[config.mk]
export PLATFORM = sky130hd
export DESIGN_NAME = string_to_integer_parser
export DESIGN_NICKNAME = d
export VERILOG_FILES = /design/src/design/stoi_pkg.sv /design/src/design/string_to_integer_parser.sv /design/src/design/stoi_in_reg.sv /design/src/design/stoi_core.sv /design/src/design/stoi_out_reg.sv
export SDC_FILE = /design/constraint.sdc
export NUM_CORES = 1
export LEC_CHECK = 0
export ABC_AREA = 1
export BUFFER_PORTS_ARGS = -buffer_cell sky130_fd_sc_hd__clkbuf_2
export CORE_MARGIN = 2
export CORE_UTILIZATION = 40
export CTS_BUF_LIST = sky130_fd_sc_hd__clkbuf_8
export CTS_CLUSTER_DIAMETER = 50
export CTS_CLUSTER_SIZE = 30
export DETAILED_ROUTE_END_ITERATION = 10
export PLACE_DENSITY = 0.63
export SKIP_CTS_REPAIR_TIMING = 1
export SLEW_MARGIN = 20
export SYNTH_ARGS = -nofsm -noshare
export SYNTH_HDL_FRONTEND = slang
export SYNTH_SLANG_ARGS = --single-unit
[constraint.sdc]
create_clock -name clk -period 12 [get_ports clk]
set_input_delay 2.4 -clock clk [delete_from_list [all_inputs] [get_ports clk]]
set_output_delay 2.4 -clock clk [all_outputs]
set_load 0.03 [all_outputs]
[src/design/stoi_pkg.sv]
// Shared types, constants and digit decoding for the string-to-integer parser.
`default_nettype none

package stoi_pkg;

    localparam int VALUE_WIDTH = 64;
    localparam int COUNT_WIDTH = 16;
    localparam int RADIX_WIDTH = 6;
    localparam int CHAR_WIDTH  = 8;
    localparam int OUT_VALUE_WIDTH = 64;
    localparam int OUT_COUNT_WIDTH = 16;
    localparam int DIGIT_WIDTH = 7;

    localparam logic [RADIX_WIDTH-1:0] RADIX_RESET  = RADIX_WIDTH'(10);
    localparam logic [RADIX_WIDTH-1:0] RADIX_DETECT = RADIX_WIDTH'(0);
    localparam logic [RADIX_WIDTH-1:0] RADIX_DEC    = RADIX_WIDTH'(10);
    localparam logic [RADIX_WIDTH-1:0] RADIX_OCT    = RADIX_WIDTH'(8);
    localparam logic [RADIX_WIDTH-1:0] RADIX_HEX    = RADIX_WIDTH'(16);

    localparam logic [CHAR_WIDTH-1:0] CH_NUL   = 8'h00;
    localparam logic [CHAR_WIDTH-1:0] CH_TAB   = 8'h09;
    localparam logic [CHAR_WIDTH-1:0] CH_SPACE = 8'h20;
    localparam logic [CHAR_WIDTH-1:0] CH_PLUS  = 8'h2B;
    localparam logic [CHAR_WIDTH-1:0] CH_MINUS = 8'h2D;
    localparam logic [CHAR_WIDTH-1:0] CH_0     = 8'h30;
    localparam logic [CHAR_WIDTH-1:0] CH_9     = 8'h39;
    localparam logic [CHAR_WIDTH-1:0] CH_UA    = 8'h41;
    localparam logic [CHAR_WIDTH-1:0] CH_UX    = 8'h58;
    localparam logic [CHAR_WIDTH-1:0] CH_UZ    = 8'h5A;
    localparam logic [CHAR_WIDTH-1:0] CH_LA    = 8'h61;
    localparam logic [CHAR_WIDTH-1:0] CH_LX    = 8'h78;
    localparam logic [CHAR_WIDTH-1:0] CH_LZ    = 8'h7A;

    localparam logic [DIGIT_WIDTH-1:0] DIGIT_NONE = DIGIT_WIDTH'(64);
    localparam logic [DIGIT_WIDTH-1:0] DIGIT_TEN  = DIGIT_WIDTH'(10);

    typedef enum logic [2:0] {
        PH_WS,
        PH_PREFIX,
        PH_ZERO,
        PH_DIGITS,
        PH_DONE
    } phase_t;

    typedef struct packed {
        logic                              valid;
        logic signed [OUT_VALUE_WIDTH-1:0] value;
        logic [OUT_COUNT_WIDTH-1:0]        consumed;
    } stoi_res_t;

    function automatic logic [DIGIT_WIDTH-1:0] digit_val(input logic [CHAR_WIDTH-1:0] c);
        logic [DIGIT_WIDTH-1:0] d;
        begin
            if (c >= CH_0 && c <= CH_9)
                d = DIGIT_WIDTH'(c - CH_0);
            else if (c >= CH_LA && c <= CH_LZ)
                d = DIGIT_WIDTH'(c - CH_LA) + DIGIT_TEN;
            else if (c >= CH_UA && c <= CH_UZ)
                d = DIGIT_WIDTH'(c - CH_UA) + DIGIT_TEN;
            else
                d = DIGIT_NONE;
            return d;
        end
    endfunction

endpackage

`default_nettype wire

[src/design/string_to_integer_parser.sv]
// Top level of the streaming strtol-style string-to-integer parser.
//
//   channel   direction  handshake               word
//   cfg       in         radix_we                radix[5:0]
//   input     in         in_valid / in_ready     ch[7:0]
//   output    out        out_valid / out_ready   value[63:0], consumed[15:0]
//
// One character per cycle while the parse stage is not stalled; a character waits in the input
// register, and its result word is then held in the result register around the parse stage.
// The parse stage stalls only while a result word waits and out_ready is low.
// Reset gives radix 10 and an empty string state; no clearing pass.
`default_nettype none

module string_to_integer_parser
    import stoi_pkg::*;
(
    input  wire logic                         clk,
    input  wire logic                         rst_n,
    input  wire logic                         radix_we,
    input  wire logic [RADIX_WIDTH-1:0]       radix,
    input  wire logic                         in_valid,
    output logic                              in_ready,
    input  wire logic [CHAR_WIDTH-1:0]        ch,
    output logic                              out_valid,
    input  wire logic                         out_ready,
    output logic signed [OUT_VALUE_WIDTH-1:0] value,
    output logic [OUT_COUNT_WIDTH-1:0]        consumed
);

    logic                  held_valid;
    logic [CHAR_WIDTH-1:0] held_ch;
    logic                  can_load;
    logic                  step;
    stoi_res_t             res;

    assign step = held_valid && can_load;

    stoi_in_reg u_in
    (
        .clk        (clk),
        .rst_n      (rst_n),
        .in_valid   (in_valid),
        .in_ready   (in_ready),
        .ch         (ch),
        .take       (step),
        .held_valid (held_valid),
        .held_ch    (held_ch)
    );

    stoi_core u_core
    (
        .clk         (clk),
        .rst_n       (rst_n),
        .radix_we    (radix_we),
        .radix_wdata (radix),
        .step        (step),
        .c           (held_ch),
        .res         (res)
    );

    stoi_out_reg u_out
    (
        .clk       (clk),
        .rst_n     (rst_n),
        .res       (res),
        .can_load  (can_load),
        .out_valid (out_valid),
        .out_ready (out_ready),
        .value     (value),
        .consumed  (consumed)
    );

endmodule

`default_nettype wire

[src/design/stoi_in_reg.sv]
// Input word register: holds one character until the parse stage takes it.
`default_nettype none

module stoi_in_reg
    import stoi_pkg::*;
(
    input  wire logic                  clk,
    input  wire logic                  rst_n,
    input  wire logic                  in_valid,
    output logic                       in_ready,
    input  wire logic [CHAR_WIDTH-1:0] ch,
    input  wire logic                  take,
    output logic                       held_valid,
    output logic [CHAR_WIDTH-1:0]      held_ch
);

    logic                  valid_reg;
    logic                  valid_next;
    logic [CHAR_WIDTH-1:0] ch_reg;

    assign in_ready   = !valid_reg || take;
    assign held_valid = valid_reg;
    assign held_ch    = ch_reg;

    always_comb
    begin
        valid_next = valid_reg;
        if (in_valid && in_ready)
            valid_next = 1'b1;
        else if (take)
            valid_next = 1'b0;
    end

    always_ff @(posedge clk or negedge rst_n)
    begin
        if (!rst_n)
            valid_reg <= 1'b0;
        else
            valid_reg <= valid_next;
    end

    always_ff @(posedge clk)
    begin
        if (in_valid && in_ready)
            ch_reg <= ch;
    end

endmodule

`default_nettype wire

[src/design/stoi_core.sv]
// Parse stage: per-string state, radix register, digit accumulate and result build.
`default_nettype none

module stoi_core
    import stoi_pkg::*;
(
    input  wire logic                   clk,
    input  wire logic                   rst_n,
    input  wire logic                   radix_we,
    input  wire logic [RADIX_WIDTH-1:0] radix_wdata,
    input  wire logic                   step,
    input  wire logic [CHAR_WIDTH-1:0]  c,
    output stoi_res_t                   res
);

    localparam logic [COUNT_WIDTH-1:0] CNT_MAX = '1;

    logic [RADIX_WIDTH-1:0] radix_reg;
    phase_t                 phase_reg;
    phase_t                 phase_next;
    logic                   neg_reg;
    logic                   neg_next;
    logic [VALUE_WIDTH-1:0] accum_reg;
    logic [VALUE_WIDTH-1:0] accum_next;
    logic [COUNT_WIDTH-1:0] count_reg;
    logic [COUNT_WIDTH-1:0] count_next;
    logic [RADIX_WIDTH-1:0] ar_reg;
    logic [RADIX_WIDTH-1:0] ar_next;

    logic [RADIX_WIDTH-1:0]             ar_sel;
    logic                               go_prefix;
    logic                               go_digit;
    logic                               bump;
    logic                               clear;
    logic                               emit;
    logic [DIGIT_WIDTH-1:0]             dval;
    logic [VALUE_WIDTH+RADIX_WIDTH-1:0] prod;
    logic [VALUE_WIDTH-1:0]             mag;

    assign dval = digit_val(c);

    always_comb
    begin
        phase_next = phase_reg;
        neg_next   = neg_reg;
        accum_next = accum_reg;
        count_next = count_reg;
        ar_next    = ar_reg;
        ar_sel     = ar_reg;
        prod       = '0;
        go_prefix  = 1'b0;
        go_digit   = 1'b0;
        bump       = 1'b0;
        clear      = 1'b0;
        emit       = 1'b0;

        unique case (phase_reg)
            PH_WS:
            begin
                ar_sel = radix_reg;
                if (c == CH_SPACE || c == CH_TAB)
                    bump = 1'b1;
                else if (c == CH_MINUS || c == CH_PLUS)
                begin
                    neg_next   = (c == CH_MINUS);
                    bump       = 1'b1;
                    phase_next = PH_PREFIX;
                    ar_next    = radix_reg;
                end
                else
                    go_prefix = 1'b1;
            end
            PH_PREFIX:
                go_prefix = 1'b1;
            PH_ZERO:
            begin
                if (c == CH_LX || c == CH_UX)
                begin
                    ar_next    = RADIX_HEX;
                    bump       = 1'b1;
                    phase_next = PH_DIGITS;
                end
                else
                begin
                    if (ar_reg == RADIX_DETECT)
                        ar_sel = RADIX_OCT;
                    go_digit = 1'b1;
                end
            end
            PH_DIGITS:
                go_digit = 1'b1;
            PH_DONE:
                clear = (c == CH_NUL);
            default:
                clear = 1'b1;
        endcase

        if (go_prefix)
        begin
            if (ar_sel == RADIX_DETECT && c != CH_0)
            begin
                ar_sel   = RADIX_DEC;
                go_digit = 1'b1;
            end
            else if ((ar_sel == RADIX_DETECT || ar_sel == RADIX_HEX) && c == CH_0)
            begin
                bump       = 1'b1;
                phase_next = PH_ZERO;
                ar_next    = ar_sel;
            end
            else
                go_digit = 1'b1;
        end

        if (go_digit)
        begin
            if (c == CH_NUL)
            begin
                emit  = 1'b1;
                clear = 1'b1;
            end
            else if (dval >= DIGIT_WIDTH'(ar_sel))
            begin
                emit       = 1'b1;
                phase_next = PH_DONE;
                ar_next    = ar_sel;
            end
            else
            begin
                prod       = accum_reg * ar_sel;
                accum_next = prod[VALUE_WIDTH-1:0] + VALUE_WIDTH'(dval);
                bump       = 1'b1;
                phase_next = PH_DIGITS;
                ar_next    = ar_sel;
            end
        end

        if (bump && count_reg != CNT_MAX)
            count_next = count_reg + COUNT_WIDTH'(1);

        if (clear)
        begin
            phase_next = PH_WS;
            neg_next   = 1'b0;
            accum_next = '0;
            count_next = '0;
            ar_next    = '0;
        end
    end

    // result word, built from state before this character
    always_comb
    begin
        mag          = neg_reg ? (~accum_reg + VALUE_WIDTH'(1)) : accum_reg;
        res.valid    = step && emit;
        res.value    = OUT_VALUE_WIDTH'($signed(mag));
        res.consumed = OUT_COUNT_WIDTH'(count_reg);
    end

    always_ff @(posedge clk or negedge rst_n)
    begin
        if (!rst_n)
        begin
            radix_reg <= RADIX_RESET;
            phase_reg <= PH_WS;
            neg_reg   <= 1'b0;
            accum_reg <= '0;
            count_reg <= '0;
            ar_reg    <= '0;
        end
        else
        begin
            if (radix_we)
                radix_reg <= radix_wdata;
            if (step)
            begin
                phase_reg <= phase_next;
                neg_reg   <= neg_next;
                accum_reg <= accum_next;
                count_reg <= count_next;
                ar_reg    <= ar_next;
            end
        end
    end

    a_res_needs_step: assert property (@(posedge clk) disable iff (!rst_n)
        res.valid |-> step)
        else $error("result without a step");

    a_nul_restarts: assert property (@(posedge clk) disable iff (!rst_n)
        (step && c == CH_NUL) |=> (phase_reg == PH_WS && count_reg == '0 && accum_reg == '0))
        else $error("NUL did not restart the string");

    a_digits_radix: assert property (@(posedge clk) disable iff (!rst_n)
        (phase_reg == PH_DIGITS) |-> (ar_reg != RADIX_DETECT))
        else $error("digit phase with no base");

    a_count_monotonic: assert property (@(posedge clk) disable iff (!rst_n)
        !(step && c == CH_NUL) |=> (count_reg >= $past(count_reg)))
        else $error("count went backward");

    a_idle_holds: assert property (@(posedge clk) disable iff (!rst_n)
        !step |=> ($stable(accum_reg) && $stable(phase_reg)))
        else $error("state moved without a step");

endmodule

`default_nettype wire

[src/design/stoi_out_reg.sv]
// Output word register: holds one result until the consumer takes it.
`default_nettype none

module stoi_out_reg
    import stoi_pkg::*;
(
    input  wire logic                         clk,
    input  wire logic                         rst_n,
    input  stoi_res_t                         res,
    output logic                              can_load,
    output logic                              out_valid,
    input  wire logic                         out_ready,
    output logic signed [OUT_VALUE_WIDTH-1:0] value,
    output logic [OUT_COUNT_WIDTH-1:0]        consumed
);

    logic                              valid_reg;
    logic                              valid_next;
    logic signed [OUT_VALUE_WIDTH-1:0] value_reg;
    logic [OUT_COUNT_WIDTH-1:0]        consumed_reg;

    assign can_load  = !valid_reg || out_ready;
    assign out_valid = valid_reg;
    assign value     = value_reg;
    assign consumed  = consumed_reg;

    always_comb
    begin
        valid_next = valid_reg;
        if (res.valid)
            valid_next = 1'b1;
        else if (out_ready)
            valid_next = 1'b0;
    end

    always_ff @(posedge clk or negedge rst_n)
    begin
        if (!rst_n)
            valid_reg <= 1'b0;
        else
            valid_reg <= valid_next;
    end

    always_ff @(posedge clk)
    begin
        if (res.valid)
        begin
            value_reg    <= res.value;
            consumed_reg <= res.consumed;
        end
    end

endmodule

`default_nettype wire
==> results.md, run 1 <==
Status:
- The run finished with clean final reports.

Detailed routing:
- The iteration count of the initial detailed-routing pass is 5.
- The routed layout has 18610 vias.
- In the routed layout, each cell is associated on average with a via count of 5.506.
- The number of design rule violations left after detail routing is 0.
- The detail route stage leaves a number of antenna-violating nets equal to 0.
- The routed length per placed instance is 19.61 microns.
- The routed design has 66280 microns of wire.
- The count of routing violations after the opening detailed-route iteration is 1531.

Timing:
- Setup violations remaining at the end of the flow were counted as 0.
- Setup repair after global routing left no endpoint under its margin.
- The clock period could shrink to 8.098 ns.
- The number of pins with negative max-slew slack in the final report was 0.
- The largest clock skew in the final design is 0.02027 ns.
- Adding up every negative setup slack in the final design gives 0 ns.
- At the pin with the least slew margin, the transition time is 1.044 ns.
- Dividing the final minimum period by the clock period gives 67.49%.
- For this run, the top clock speed supported by timing is 0.1235 GHz.
- The final hold violation count is 0.
- Measured against its own limit, the worst slew margin works out to 29.73%.

Critical path:
- Setup slack on the worst reg-to-reg path comes out at 3.90 ns.
- STA classifies the critical path startpoint as a flip-flop.
- Among all stages on the critical path, the largest delay is contributed by sky130_fd_sc_hd__buf_4.
- The destination of the critical timing path is u_core.accum_reg[38].
- The reg-to-reg critical path endpoint is u_core.accum_reg[38].
- The required time of the critical path is 12.45 ns.
- The largest single stage delay on the critical path is 0.60 ns.
- The most critical setup path has its startpoint at u_core.phase_reg[2].
- In this run the worst path has a maximum fanout of 60.
- The critical path capture point type is a flip-flop.
- The setup path with the least slack is of type flip-flop to flip-flop.
- The depth of the worst register-to-register path is 28.
- The worst path arrival time is 8.55 ns.
- The startpoint of the lowest-slack register-to-register path is u_core.phase_reg[2].

Global routing:
- For this run, the total global-route usage over all layers was measured as 24.53%.
- The global-route wire length before repair is 106600 microns.
- The via count of the first global-routing pass came to 19160.
- The maximum number of pins on one net before global-route repair is 61.
- The initial antenna violation count came to 0.
- The final global-route overflow total is 0.

Clock tree:
- The clock tree from TritonCTS is built.
- The total number of clock tree sinks is 186.
- The H-tree depth is 4.
- The clock input transition at the sequential cells of the worst setup and hold paths is 0.12 ns.
- The later-pin clock latency in the skew report is 0.60 ns.
- The cell sitting at the root of the clock tree is a sky130_fd_sc_hd__clkbuf_8.
- In this run, CTS created clock tree buffers numbering 17.
- In this run the deepest clock path goes through 2 buffers.

Die:
- After floorplanning, the core was divided into 84 placement rows.
- The initial standard-cell utilization of the core is 40.69%.
- The I/O pin count is 101.
- The die area is 55540 sq um.
- The width of the die is 235.7 microns.
- The core region is 52760 sq um.
- The overall die height is 235.7 microns.

Layout:
- The most common library cell in the layout ignoring fill and taps is sky130_fd_sc_hd__nor2_1.
- After filler insertion, the fill cell instance count of the layout stands at 5338.
- The top cell types in the final layout, fill and taps aside, are 573 x sky130_fd_sc_hd__nor2_1, 391 x sky130_fd_sc_hd__nand2_1, 273 x sky130_fd_sc_hd__inv_1.
- The ratio of cells with drive above 1 in the final layout is 8.210%.
- For this run, the post-layout net count is 3081.
- The total inserted antenna cells is 0.
- Cells fill 43.66% of the core in the end.
- The area growth from synthesis to layout is 7.302%.

Hold path:
- The startpoint identified for the worst hold timing path is u_core.count_reg[14].
- The min-delay analysis places its worst path in the category flip-flop to flip-flop.

Synth:
- The cell area that synthesis handed to floorplanning was 21470 sq um.
- Yosys printed 0 warnings.
- The post-synthesis cell count is 2614.
- Synthesis produced a netlist with a net count of 3016.
- The fraction of the yosys area taken by sequential cells is 23.74%.
- The synthesized area divided by synthesized cell count is 8.213 sq um.
- The number of library cell types mapped by synthesis is 62.
- Synthesis inferred 186 register bits.
- Counting flops with a built-in enable in the synthesized netlist gives 88.
- Counting flops with an async set or reset pin after synthesis yields a share of 52.69%.
- The prevailing post-synth register cell is sky130_fd_sc_hd__dfrtp_1.

Placed design:
- The count of input and output buffers is 100.
- The HPWL reported at the end of detailed placement is 52630 microns.
- Routability-driven placement finished with a final weighted congestion of 0.9820.

Pwr:
- VDD sags by at most 0.1822 mV.
- For this design the ratio of total power to cell area is 299.8 nW/um^2.
- In this run the static leakage power is 10.89 nW.

Run:
- Across the run, the number of max-cap violations was 0.
[power by group]
part | total (W) | leakage (nW) | internal [W] | switching [W]
combinational | 0.00535 | 8.54 | 0.00175 | 0.00361
clock | 0.000479 | 0.206 | 0.000195 | 0.000284
sequential | 0.00107 | 2.15 | 0.000910 | 0.000163
[stage by stage]
step	hold slack, ns	instances	total power [W]	worst slack, ns	instance area, sq um
after floorplan	0.4547	2614	0.004948	3.310	21470
after global placement	0.5039	3348	0.006333	4.138	22630
after detailed placement	0.4994	3348	0.006382	4.051	22630
after CTS	0.5193	3380	0.006910	4.000	23040
after global routing	0.5555	3380	0.007610	3.511	23040
final	0.5226	3380	0.006906	3.902	23040
[metal layers]
layer,GRT usage [%],share of wire (%),up-vias
met1,32.71,44,9250
met5,0,0,-
li1,-,-,8574
met3,3.401,5.2,119
met2,40.23,47,668
met4,9.979,3.6,0
[worst max-delay path, delay by kind of cell (launching register included)]
kind / cells / cell delay, ns
AO/OA/AOI/OAI: 8 / 2.54
adder cells (fa/ha/maj): 5 / 2.05
buffers and inverters: 7 / 1.51
AND/OR/NAND/NOR: 7 / 1.06
flip-flops: 1 / 0.54
XOR/XNOR: 1 / 0.18
[worst min path at each step]
| stage | slack, ns | cells after the start | endpoint |
|---|---|---|---|
| 2_1_floorplan | 0.45 | 0 | u_out.value[0] |
| 3_3_place_gp | 0.50 | 0 | u_out.consumed[14] |
| 3_5_place_dp | 0.50 | 0 | u_out.consumed[14] |
| 4_1_cts | 0.52 | 0 | u_out.consumed[14] |
| 5_1_grt | 0.56 | 0 | u_out.consumed[14] |
| 6_report | 0.52 | 0 | u_out.consumed[14] |
[cells by family (layout without fill, tap and decap cells)]
group	Yosys count	count (layout)	share of synthesized area (%)
xor gates and xnor gates	133	133	5.426
adders and majority gates	383	383	30.75
and+or+nand+nor	1175	1175	22.82
AOI/OAI and AO/OA	347	347	9.972
muxes	3	3	0.1573
DFF	186	186	23.74
buffers and inverters	387	465	7.139
[area by class of cell]
class	count	area [sq um]	share of cell area, %
Timing Repair Buffer	114	608.1	2.640
Sequential cell	186	5099	22.13
Clock inverter	14	158.9	0.6898
Clock buffer	18	247.7	1.075
Tap cell	688	860.8	3.737
Inverter	319	1209	5.247
Multi-Input combinational cell	2041	14850	64.48
[synthesized netlist by cell type, drive strengths merged, types with 16 or more instances]
master  instances  area [sq um]
nor2          578          2203
nand2         404          1609
inv           285          1075
fa            241          4825
ha            142          1777
nand3         110         590.6
a21oi         104         524.3
o21ai         102         521.8
dfrtp          96          2402
xor2           96         840.8
edfxtp         88          2643
o22ai          61         506.7
nor3           39         200.2
clkbuf         37         138.9
xnor2          37         324.1
clkinv         34         133.9
buf            31         185.2
a31oi          21         131.4
nand4          20         140.1
nor4           16         100.1
(Power assumes the default switching activity.)
==> inputs of run 2 (changes only) <==
--- a/config.mk
+++ b/config.mk
@@ -5,7 +5,7 @@
 export SDC_FILE = /design/constraint.sdc
 export NUM_CORES = 1
 export LEC_CHECK = 0
-export ABC_AREA = 1
+export ABC_AREA = 0
 export BUFFER_PORTS_ARGS = -buffer_cell sky130_fd_sc_hd__clkbuf_2
 export CORE_MARGIN = 2
 export CORE_UTILIZATION = 40
==> constraint.sdc (replaced) <==
create_clock -name clk -period 7.6 [get_ports clk]
set_input_delay 1.52 -clock clk [delete_from_list [all_inputs] [get_ports clk]]
set_output_delay 1.52 -clock clk [all_outputs]
set_load 0.03 [all_outputs]
==> run 2 against run 1 <==
Hold slack lost 0.030 ns. Sequential cell count did not move. Clock power is 44% higher. Critical endpoint is now u_core.accum_reg[60]. Setup slack worse by 3.6 ns. Critical path type unchanged. Utilization decreased by 0.19 points.
==> results.md, run 2 <==
Status:
- Result of the run: completed (unchanged).

Critical path:
- The maximum net fanout on the critical path was 37 (was 60).
- The cell with the biggest individual delay on the critical path is sky130_fd_sc_hd__fa_1 (was sky130_fd_sc_hd__buf_4).
- The worst path arrival time was 7.68 ns (was 8.55 ns).
- The critical path capture point type is a flip-flop (unchanged).
- The cell type group with the largest total delay on the critical path is compound AO/OA/AOI/OAI gates (unchanged).
- The delay of the slowest cell on the worst path is 0.53 ns (was 0.60 ns).
- The setup slack on the worst flop-to-flop path came to 0.29 ns (was 3.90 ns).
- The category of the worst setup path launch point is a flip-flop (unchanged).
- The category of the critical setup timing path is flip-flop to flip-flop (unchanged).
- The total buffers and inverters traversed by the critical path is 3 (was 7).
- The required time of the critical path is 7.97 ns (was 12.45 ns).
- Traced cell by cell, the critical path runs through inv_1 > ha_1 > o21ai_0 > nor4b_4 > o21ai_1 > o31ai_4 > buf_12 > buf_6 > and2_1 > fa_1 > fa_1 > fa_1 > ha_1 > ha_1 > or3_1 > or3_1 > o21ai_0 > o22ai_1 > a211oi_1 > o31ai_4 > a31o_2 > a21oi_1 > xor2_1 > o21ai_0.

Synth:
- The adder-cell share of the synthesized area is 31.87% (was 30.75%).
- The cell type with the largest total area after synthesis is sky130_fd_sc_hd__fa_1 (unchanged).
- The post-synthesis cell count came to 2113 (was 2614).
- The count of warnings emitted by yosys is 0 (unchanged).
- The portion of netlist area occupied by mux cells is 0.7913% (was 0.1574%).
- The fraction of the yosys area taken by sequential cells was 24.61% (was 23.74%).
- The number of nets produced by synthesis came to 2515 (was 3016).
- The prevailing post-synth register cell is sky130_fd_sc_hd__dfrtp_1 (unchanged).
- The flop and latch count out of synthesis is 186 (unchanged).
- Commonest cells post-synth: 280 x sky130_fd_sc_hd__and2_1, 241 x sky130_fd_sc_hd__fa_1, 190 x sky130_fd_sc_hd__nand2_1, 142 x sky130_fd_sc_hd__ha_1, 138 x sky130_fd_sc_hd__o21ai_0 (was 574 x sky130_fd_sc_hd__nor2_1, 392 x sky130_fd_sc_hd__nand2_1, 274 x sky130_fd_sc_hd__inv_1, 241 x sky130_fd_sc_hd__fa_1, 142 x sky130_fd_sc_hd__ha_1).
- Leading cell types by total area after synthesis: sky130_fd_sc_hd__fa_1 23%, sky130_fd_sc_hd__edfxtp_1 13%, sky130_fd_sc_hd__dfrtp_1 12% (was sky130_fd_sc_hd__fa_1 22%, sky130_fd_sc_hd__edfxtp_1 12%, sky130_fd_sc_hd__dfrtp_1 11%).
- The simple-gate area share of the yosys netlist is 20.02% (was 22.82%).
- The total standard cell area after synthesis was 20710 sq um (was 21470 sq um).
- The synthesized-area fraction occupied by ao, oa, aoi and oai cells came to 12.64% (was 9.971%).
- The number of flops mapped to enable cells by yosys is 88 (unchanged).
- The synthesized area divided by synthesized cell count is 9.803 sq um (was 8.213 sq um).
- The post-synthesis share of cell area spent on xor and xnor gates is 5.835% (was 5.426%).
- The combinational family with the most area after synthesis is adder cells (unchanged).
- The portion of synthesized cell area occupied by the leading cell type is 23.29% (was 22.47%).
- The most common cell in the netlist is sky130_fd_sc_hd__and2_1 (was sky130_fd_sc_hd__nor2_1).
- The share of flip-flops with an asynchronous set or reset after synthesis is 52.69% (unchanged).
- The number of library cell types mapped by synthesis was 88 (was 62).

Detailed routing:
- The via count came to 15700 (was 18610).
- The number of vias per cell after detailed routing is 5.548 (was 5.506).
- The count of routing violations after the opening detailed-route iteration is 1042 (was 1531).
- The iteration count of the initial detailed-routing pass is 6 (was 5).
- The number of nets with antenna violations after detailed routing is 0 (unchanged).
- The number of design rule violations left after detail routing is 0 (unchanged).
- The routed length per placed instance is 18.89 microns (was 19.61 microns).
- The routed wire length is 53460 microns (was 66280 microns).

Global routing:
- The maximum number of pins on one net before global-route repair is 65 (was 61).
- The global-route wire length before repair is 89160 microns (was 106600 microns).
- The initial antenna violation count is 2 (was 0).
- The via count of the first global-routing pass is 16780 (was 19160).
- The final global-route overflow total is 0 (unchanged).
- The combined global-route utilization of all metal layers is 20.81% (was 24.53%).

Timing:
- The achievable frequency is 0.1368 GHz (was 0.1235 GHz).
- The number of pins with negative max-slew slack in the final report is 0 (unchanged).
- The least setup slack across all paths after layout is 0.2896 ns (was 3.902 ns).
- The final critical-path share of the clock period is 96.19% (was 67.49%).
- The shortest period the worst path allows was 7.310 ns (was 8.098 ns).
- Setup repair after global routing missed its margin: no (unchanged).
- The final-report setup violation count is 0 (unchanged).
- The final hold violation count is 0 (unchanged).
- The largest clock skew in the final design came to 0.01654 ns (was 0.02027 ns).
- The actual transition at the worst max-transition pin is 1.094 ns (was 1.044 ns).
- The relative slew slack is 26.47% (was 29.73%).

Pwr:
- The total power consumption of the routed design is 0.004328 W (was 0.006906 W).
- The leakage power figure is 10.74 nW (was 10.89 nW).
- The total power divided by cell area was 194.1 nW/um^2 (was 299.8 nW/um^2).
- The maximum resistive drop on vdd is 0.1776 mV (was 0.1822 mV).

Clock tree:
- The clock input transition at the sequential cells of the worst setup and hold paths is 0.10 ns (was 0.12 ns).
- The H-tree depth came to 4 (unchanged).
- The total number of clock tree sinks is 186 (unchanged).
- The root buffer selected by CTS is sky130_fd_sc_hd__clkbuf_8 (unchanged).
- The later-pin clock latency in the skew report is 0.53 ns (was 0.60 ns).
- The number of clock buffers inserted by TritonCTS is 17 (unchanged).
- The maximum buffer depth of the clock tree was 2 (unchanged).
- The clock tree from TritonCTS was built (unchanged).

Layout:
- The ratio of cells with drive above 1 in the final layout was 10.10% (was 8.210%).
- The combined flip-flop and latch cell area came to 5099 sq um (unchanged).
- The combined area of the multi-input logic cells was 14810 sq um (was 14850 sq um).
- The signed area change from the synthesized netlist to the final layout came to 7.659% (was 7.302%).
- The total number of nets in the final design came to 2538 (was 3081).
- The area of all placed cells without fillers is 22300 sq um (was 23040 sq um).
- Highest-count cells in the layout ignoring fill and taps: 280 x sky130_fd_sc_hd__and2_1, 241 x sky130_fd_sc_hd__fa_1, 189 x sky130_fd_sc_hd__nand2_1 (was 573 x sky130_fd_sc_hd__nor2_1, 391 x sky130_fd_sc_hd__nand2_1, 273 x sky130_fd_sc_hd__inv_1).
- The filler cell count in the final layout was 4925 (was 5338).
- The most common library cell in the layout ignoring fill and taps was sky130_fd_sc_hd__and2_1 (was sky130_fd_sc_hd__nor2_1).

Die:
- The die area was 53620 sq um (was 55540 sq um).
- The initial standard-cell utilization of the core is 40.38% (was 40.69%).
- The overall die height is 231.6 microns (was 235.7 microns).
- The floorplan row count was 83 (was 84).
- The width of the die is 231.6 microns (was 235.7 microns).
- The I/O pin count is 101 (unchanged).
- The area of the core is 51300 sq um (was 52760 sq um).

Run:
- The max-capacitance violation count is 0 (unchanged).

Placed design:
- The count of input and output buffers is 100 (unchanged).
- The placement-stage cell area is 21870 sq um (was 22630 sq um).
- The post-place setup slack is -0.06834 ns (was 4.051 ns).
- The placer congestion estimate is 0.9357 (was 0.9820).
- The HPWL reported at the end of detailed placement came to 39910 microns (was 52630 microns).

Hold path:
- The class of the tightest hold or removal check was flip-flop to flip-flop (unchanged).
-- run 2: changes by cell type after synthesis, moves of 63 or more --
cell                       delta
sky130_fd_sc_hd__xnor2_1     +66
sky130_fd_sc_hd__nand2_1    -202
sky130_fd_sc_hd__and2_1     +280
sky130_fd_sc_hd__nand3_1     -77
sky130_fd_sc_hd__nor2b_1     +63
sky130_fd_sc_hd__clkbuf_1    +80
sky130_fd_sc_hd__nor2_1     -496
sky130_fd_sc_hd__inv_1      -178
-- run 2: layout make-up --
type | count | share of cell area, %
multi-input combinational | 1699 | 66.41
antenna | 1 | 0.01122
clock buffer | 18 | 1.111
clock inverter | 14 | 0.5947
tap | 680 | 3.815
sequential | 186 | 22.86
inverter | 97 | 1.633
timing repair buffer | 135 | 3.563
-- run 2: stage by stage --
stage | hold WS (ns) | cells | TNS [ns] | utilization (%)
finish | 0.4923 | 2830 | 0 | 43.47
global route | 0.5016 | 2830 | 0 | 43.47
CTS | 0.4901 | 2828 | -0.3162 | 43.37
global placement | 0.4715 | 2796 | 0 | 42.63
detailed placement | 0.4674 | 2796 | -0.1295 | 42.63
floorplan | 0.4478 | 2113 | 0 | -
-- run 2: layer usage --
| layer | vias up | GRT usage (%) | share of wire [%] |
|---|---|---|---|
| met5 | - | 0 | 0.013 |
| met4 | 2 | 7.131 | 2.7 |
| met3 | 91 | 2.633 | 4.7 |
| met2 | 452 | 35.30 | 49 |
| met1 | 7988 | 27.46 | 44 |
| li1 | 7169 | - | - |
-- run 2: path summary, 6_finish.rpt --
| path | startpoint | to | depth (start not counted) |
|---|---|---|---|
| hold / removal | u_core.count_reg[7] | u_out.consumed[7] | 0 |
| setup / recovery | u_in.held_ch[5] | u_core.accum_reg[60] | 24 |
| max in group asynchronous | rst_n | u_core.accum_reg[41] | 2 |
| min in group asynchronous | rst_n | u_core.ar_reg[3] | 1 |
| setup reg to reg | u_in.held_ch[5] | u_core.accum_reg[60] | 24 |
| hold reg to reg | u_core.count_reg[7] | u_out.consumed[7] | 0 |
-- run 2: power by group --
group | internal, W | leakage, nW | switching, W | total (W)
Sequential | 0.00125 | 2.17 | 0.000118 | 0.00137
Clock | 0.000297 | 0.205 | 0.000391 | 0.000688
Combinational | 0.000603 | 8.36 | 0.00167 | 0.00227
Total | 0.00215 | 10.7 | 0.00218 | 0.00433
-- run 2: kinds of logic (layout without fill, tap and decap cells) --
group	count (synthesis)	count (layout)
adders and majority gates	383	383
other	0	1
xor gates and xnor gates	138	138
and+or+nand+nor	759	759
muxes	15	15
DFF	186	186
buffers and inverters	228	264
AOI/OAI and AO/OA	404	404
==> inputs of run 3 (changes only) <==
--- a/config.mk
+++ b/config.mk
@@ -8,12 +8,13 @@
 export ABC_AREA = 0
 export BUFFER_PORTS_ARGS = -buffer_cell sky130_fd_sc_hd__clkbuf_2
 export CORE_MARGIN = 2
-export CORE_UTILIZATION = 40
+export CORE_UTILIZATION = 50
 export CTS_BUF_LIST = sky130_fd_sc_hd__clkbuf_8
 export CTS_CLUSTER_DIAMETER = 50
 export CTS_CLUSTER_SIZE = 30
 export DETAILED_ROUTE_END_ITERATION = 10
-export PLACE_DENSITY = 0.63
+export PLACE_DENSITY = 0.74
+export REMOVE_ABC_BUFFERS = 1
 export SKIP_CTS_REPAIR_TIMING = 1
 export SLEW_MARGIN = 20
 export SYNTH_ARGS = -nofsm -noshare
==> run 3 against run 2 <==
Count of clock-buffer cells in the layout decreased by 1. Sequential share of layout area increased by 0.21 points. Die area decreased by 20%. Sequential cell count did not move. Critical path depth rose by 1. Largest cell class unchanged.
==> results.md, run 3 (synthesis results as in run 2) <==
Clock tree:
- The root buffer selected by CTS is sky130_fd_sc_hd__clkbuf_8 (unchanged).
- The maximum buffer depth of the clock tree is 2 (unchanged).
- The H-tree depth is 4 (unchanged).
- The clock input transition at the sequential cells of the worst setup and hold paths is 0.12 ns (was 0.10 ns).
- The total number of clock tree sinks was 186 (unchanged).
- The clock tree from TritonCTS is built (unchanged).
- The later-pin clock latency in the skew report is 0.53 ns (about the same).
- The number of clock buffers inserted by TritonCTS came to 17 (unchanged).

Global routing:
- The combined global-route utilization of all metal layers is 24.16% (was 20.81%).
- The initial antenna violation count was 0 (was 2).
- The maximum number of pins on one net before global-route repair came to 81 (was 65).
- The via count of the first global-routing pass is 16510 (was 16780).
- The final global-route overflow total is 0 (unchanged).
- The global-route wire length before repair came to 84410 microns (was 89160 microns).

Detailed routing:
- The via count was 15580 (was 15700).
- The iteration count of the initial detailed-routing pass is 5 (was 6).
- The number of nets with antenna violations after detailed routing is 0 (unchanged).
- The routed wire length is 50270 microns (was 53460 microns).
- The routed length per placed instance was 18.80 microns (was 18.89 microns).
- The routed length on met1 was 21170 microns (was 23440 microns).
- The number of vias per cell after detailed routing is 5.827 (was 5.548).
- The met3 wirelength from detailed routing is 2393 microns (was 2500 microns).
- The uppermost signal routing layer after detailed routing was met4 (was met5).
- The number of design rule violations left after detail routing was 0 (unchanged).
- The count of routing violations after the opening detailed-route iteration is 900 (was 1042).
- The length of routed met2 wiring came to 24660 microns (was 26100 microns).

Pwr:
- The total power consumption of the routed design came to 0.004281 W (was 0.004328 W).
- The total power divided by cell area is 193.7 nW/um^2 (was 194.1 nW/um^2).
- The maximum resistive drop on vdd is 0.1717 mV (was 0.1776 mV).
- The leakage power figure is 10.69 nW (was 10.74 nW).

Run:
- The max-capacitance violation count is 0 (unchanged).

Layout:
- Highest-count cells in the layout ignoring fill and taps: 280 x sky130_fd_sc_hd__and2_1, 241 x sky130_fd_sc_hd__fa_1, 189 x sky130_fd_sc_hd__nand2_1 (unchanged).
- The ratio of cells with drive above 1 in the final layout is 10.18% (was 10.10%).
- The most common library cell in the layout ignoring fill and taps is sky130_fd_sc_hd__and2_1 (unchanged).
- The core occupancy in the finished layout is 54.11% (was 43.47%).
- The area of all placed cells without fillers is 22090 sq um (was 22300 sq um).
- The signed area change from the synthesized netlist to the final layout is 6.668% (was 7.659%).
- The total number of nets in the final design is 2531 (was 2538).
- The total inserted antenna cells is 0 (was 1).

Placed design:
- The post-place setup slack was 0.3083 ns (was -0.06834 ns).
- The HPWL reported at the end of detailed placement is 37940 microns (was 39910 microns).
- The placer congestion estimate was 0.9240 (was 0.9357).
- The placement-stage cell area is 21630 sq um (was 21870 sq um).
- The count of input and output buffers was 100 (unchanged).

Status:
- Result of the run: completed (unchanged).

Timing:
- The total negative slack is 0 ns (unchanged).
- The number of pins with negative max-slew slack in the final report was 0 (unchanged).
- Setup repair after global routing missed its margin: no (unchanged).
- The least setup slack across all paths after layout is 0.4771 ns (was 0.2896 ns).
- The final-report setup violation count is 0 (unchanged).
- The largest clock skew in the final design is 0.02462 ns (was 0.01654 ns).
- The achievable frequency is 0.1404 GHz (was 0.1368 GHz).
- The final critical-path share of the clock period is 93.72% (was 96.19%).
- The shortest period the worst path allows is 7.123 ns (was 7.310 ns).
- The relative slew slack is 34.01% (was 26.47%).
- The actual transition at the worst max-transition pin is 0.9864 ns (was 1.094 ns).
- The final hold violation count is 0 (unchanged).

Critical path:
- The maximum net fanout on the critical path came to 31 (was 37).
- The delay of the slowest cell on the worst path is 0.50 ns (was 0.53 ns).
- The worst path arrival time is 7.60 ns (was 7.68 ns).
- The critical path capture point type is a flip-flop (unchanged).
- The required time of the critical path came to 8.08 ns (was 7.97 ns).
- The total buffers and inverters traversed by the critical path is 3 (unchanged).
- The category of the worst setup path launch point is a flip-flop (unchanged).
- The category of the critical setup timing path is flip-flop to flip-flop (unchanged).
- The cell with the biggest individual delay on the critical path was sky130_fd_sc_hd__edfxtp_1 (was sky130_fd_sc_hd__fa_1).
- The cell type group with the largest total delay on the critical path is compound AO/OA/AOI/OAI gates (unchanged).

Die:
- The initial standard-cell utilization of the core was 50.73% (was 40.38%).
- The width of the die is 207.5 microns (was 231.6 microns).
- The overall die height was 207.5 microns (was 231.6 microns).
- The die area is 43070 sq um (was 53620 sq um).
- The area of the core is 40830 sq um (was 51300 sq um).
- The floorplan row count is 74 (was 83).
- The I/O pin count is 101 (unchanged).

Hold path:
- The class of the tightest hold or removal check is flip-flop to flip-flop (unchanged).
==> run 3: power by group <==
group          leakage, nW  internal, W  switching [W]
clock network        0.202     0.000277       0.000437
registers             2.17      0.00125       0.000115
logic                 8.32     0.000600        0.00160
total                 10.7      0.00213        0.00215
==> run 3: metal layers <==
metal | GRT usage [%] | vias to the layer above
met2 | 40.72 | 452
li1 | - | 7147
met4 | 11.16 | 0
met1 | 31.30 | 7860
met3 | 2.799 | 122
met5 | 0 | -
==> run 3: stage by stage <==
stage / hold WS, ns / std cells
after floorplan: 0.4478 / 1982
after global placement: 0.4626 / 2641
after detailed placement: 0.4737 / 2641
after CTS: 0.4993 / 2673
after global routing: 0.5240 / 2674
final: 0.4949 / 2674
==> run 3: cell type report <==
cell class	instances	area (sq um)
clock buffer	17	234.0
fill	3587	18740
tap	532	665.6
inverter	97	364.1
clock inverter	15	183.9
multi-input combinational	1699	14810
timing repair buffer	128	742.0
sequential	186	5099
==> run 3: final timing paths <==
| path | end | startpoint | cells after the start | slack (ns) |
|---|---|---|---|---|
| worst min-delay path | u_out.consumed[7] | u_core.count_reg[7] | 0 | 0.49 |
| worst max register to register | u_core.accum_reg[62] | u_in.held_ch[5] | 25 | 0.48 |
| max in group asynchronous | u_core.accum_reg[37] | rst_n | 2 | 5.37 |
| min in group asynchronous | u_core.count_reg[2] | rst_n | 1 | 0.99 |
| worst min register to register | u_out.consumed[7] | u_core.count_reg[7] | 0 | 0.49 |
| worst max-delay path | u_core.accum_reg[62] | u_in.held_ch[5] | 25 | 0.48 |
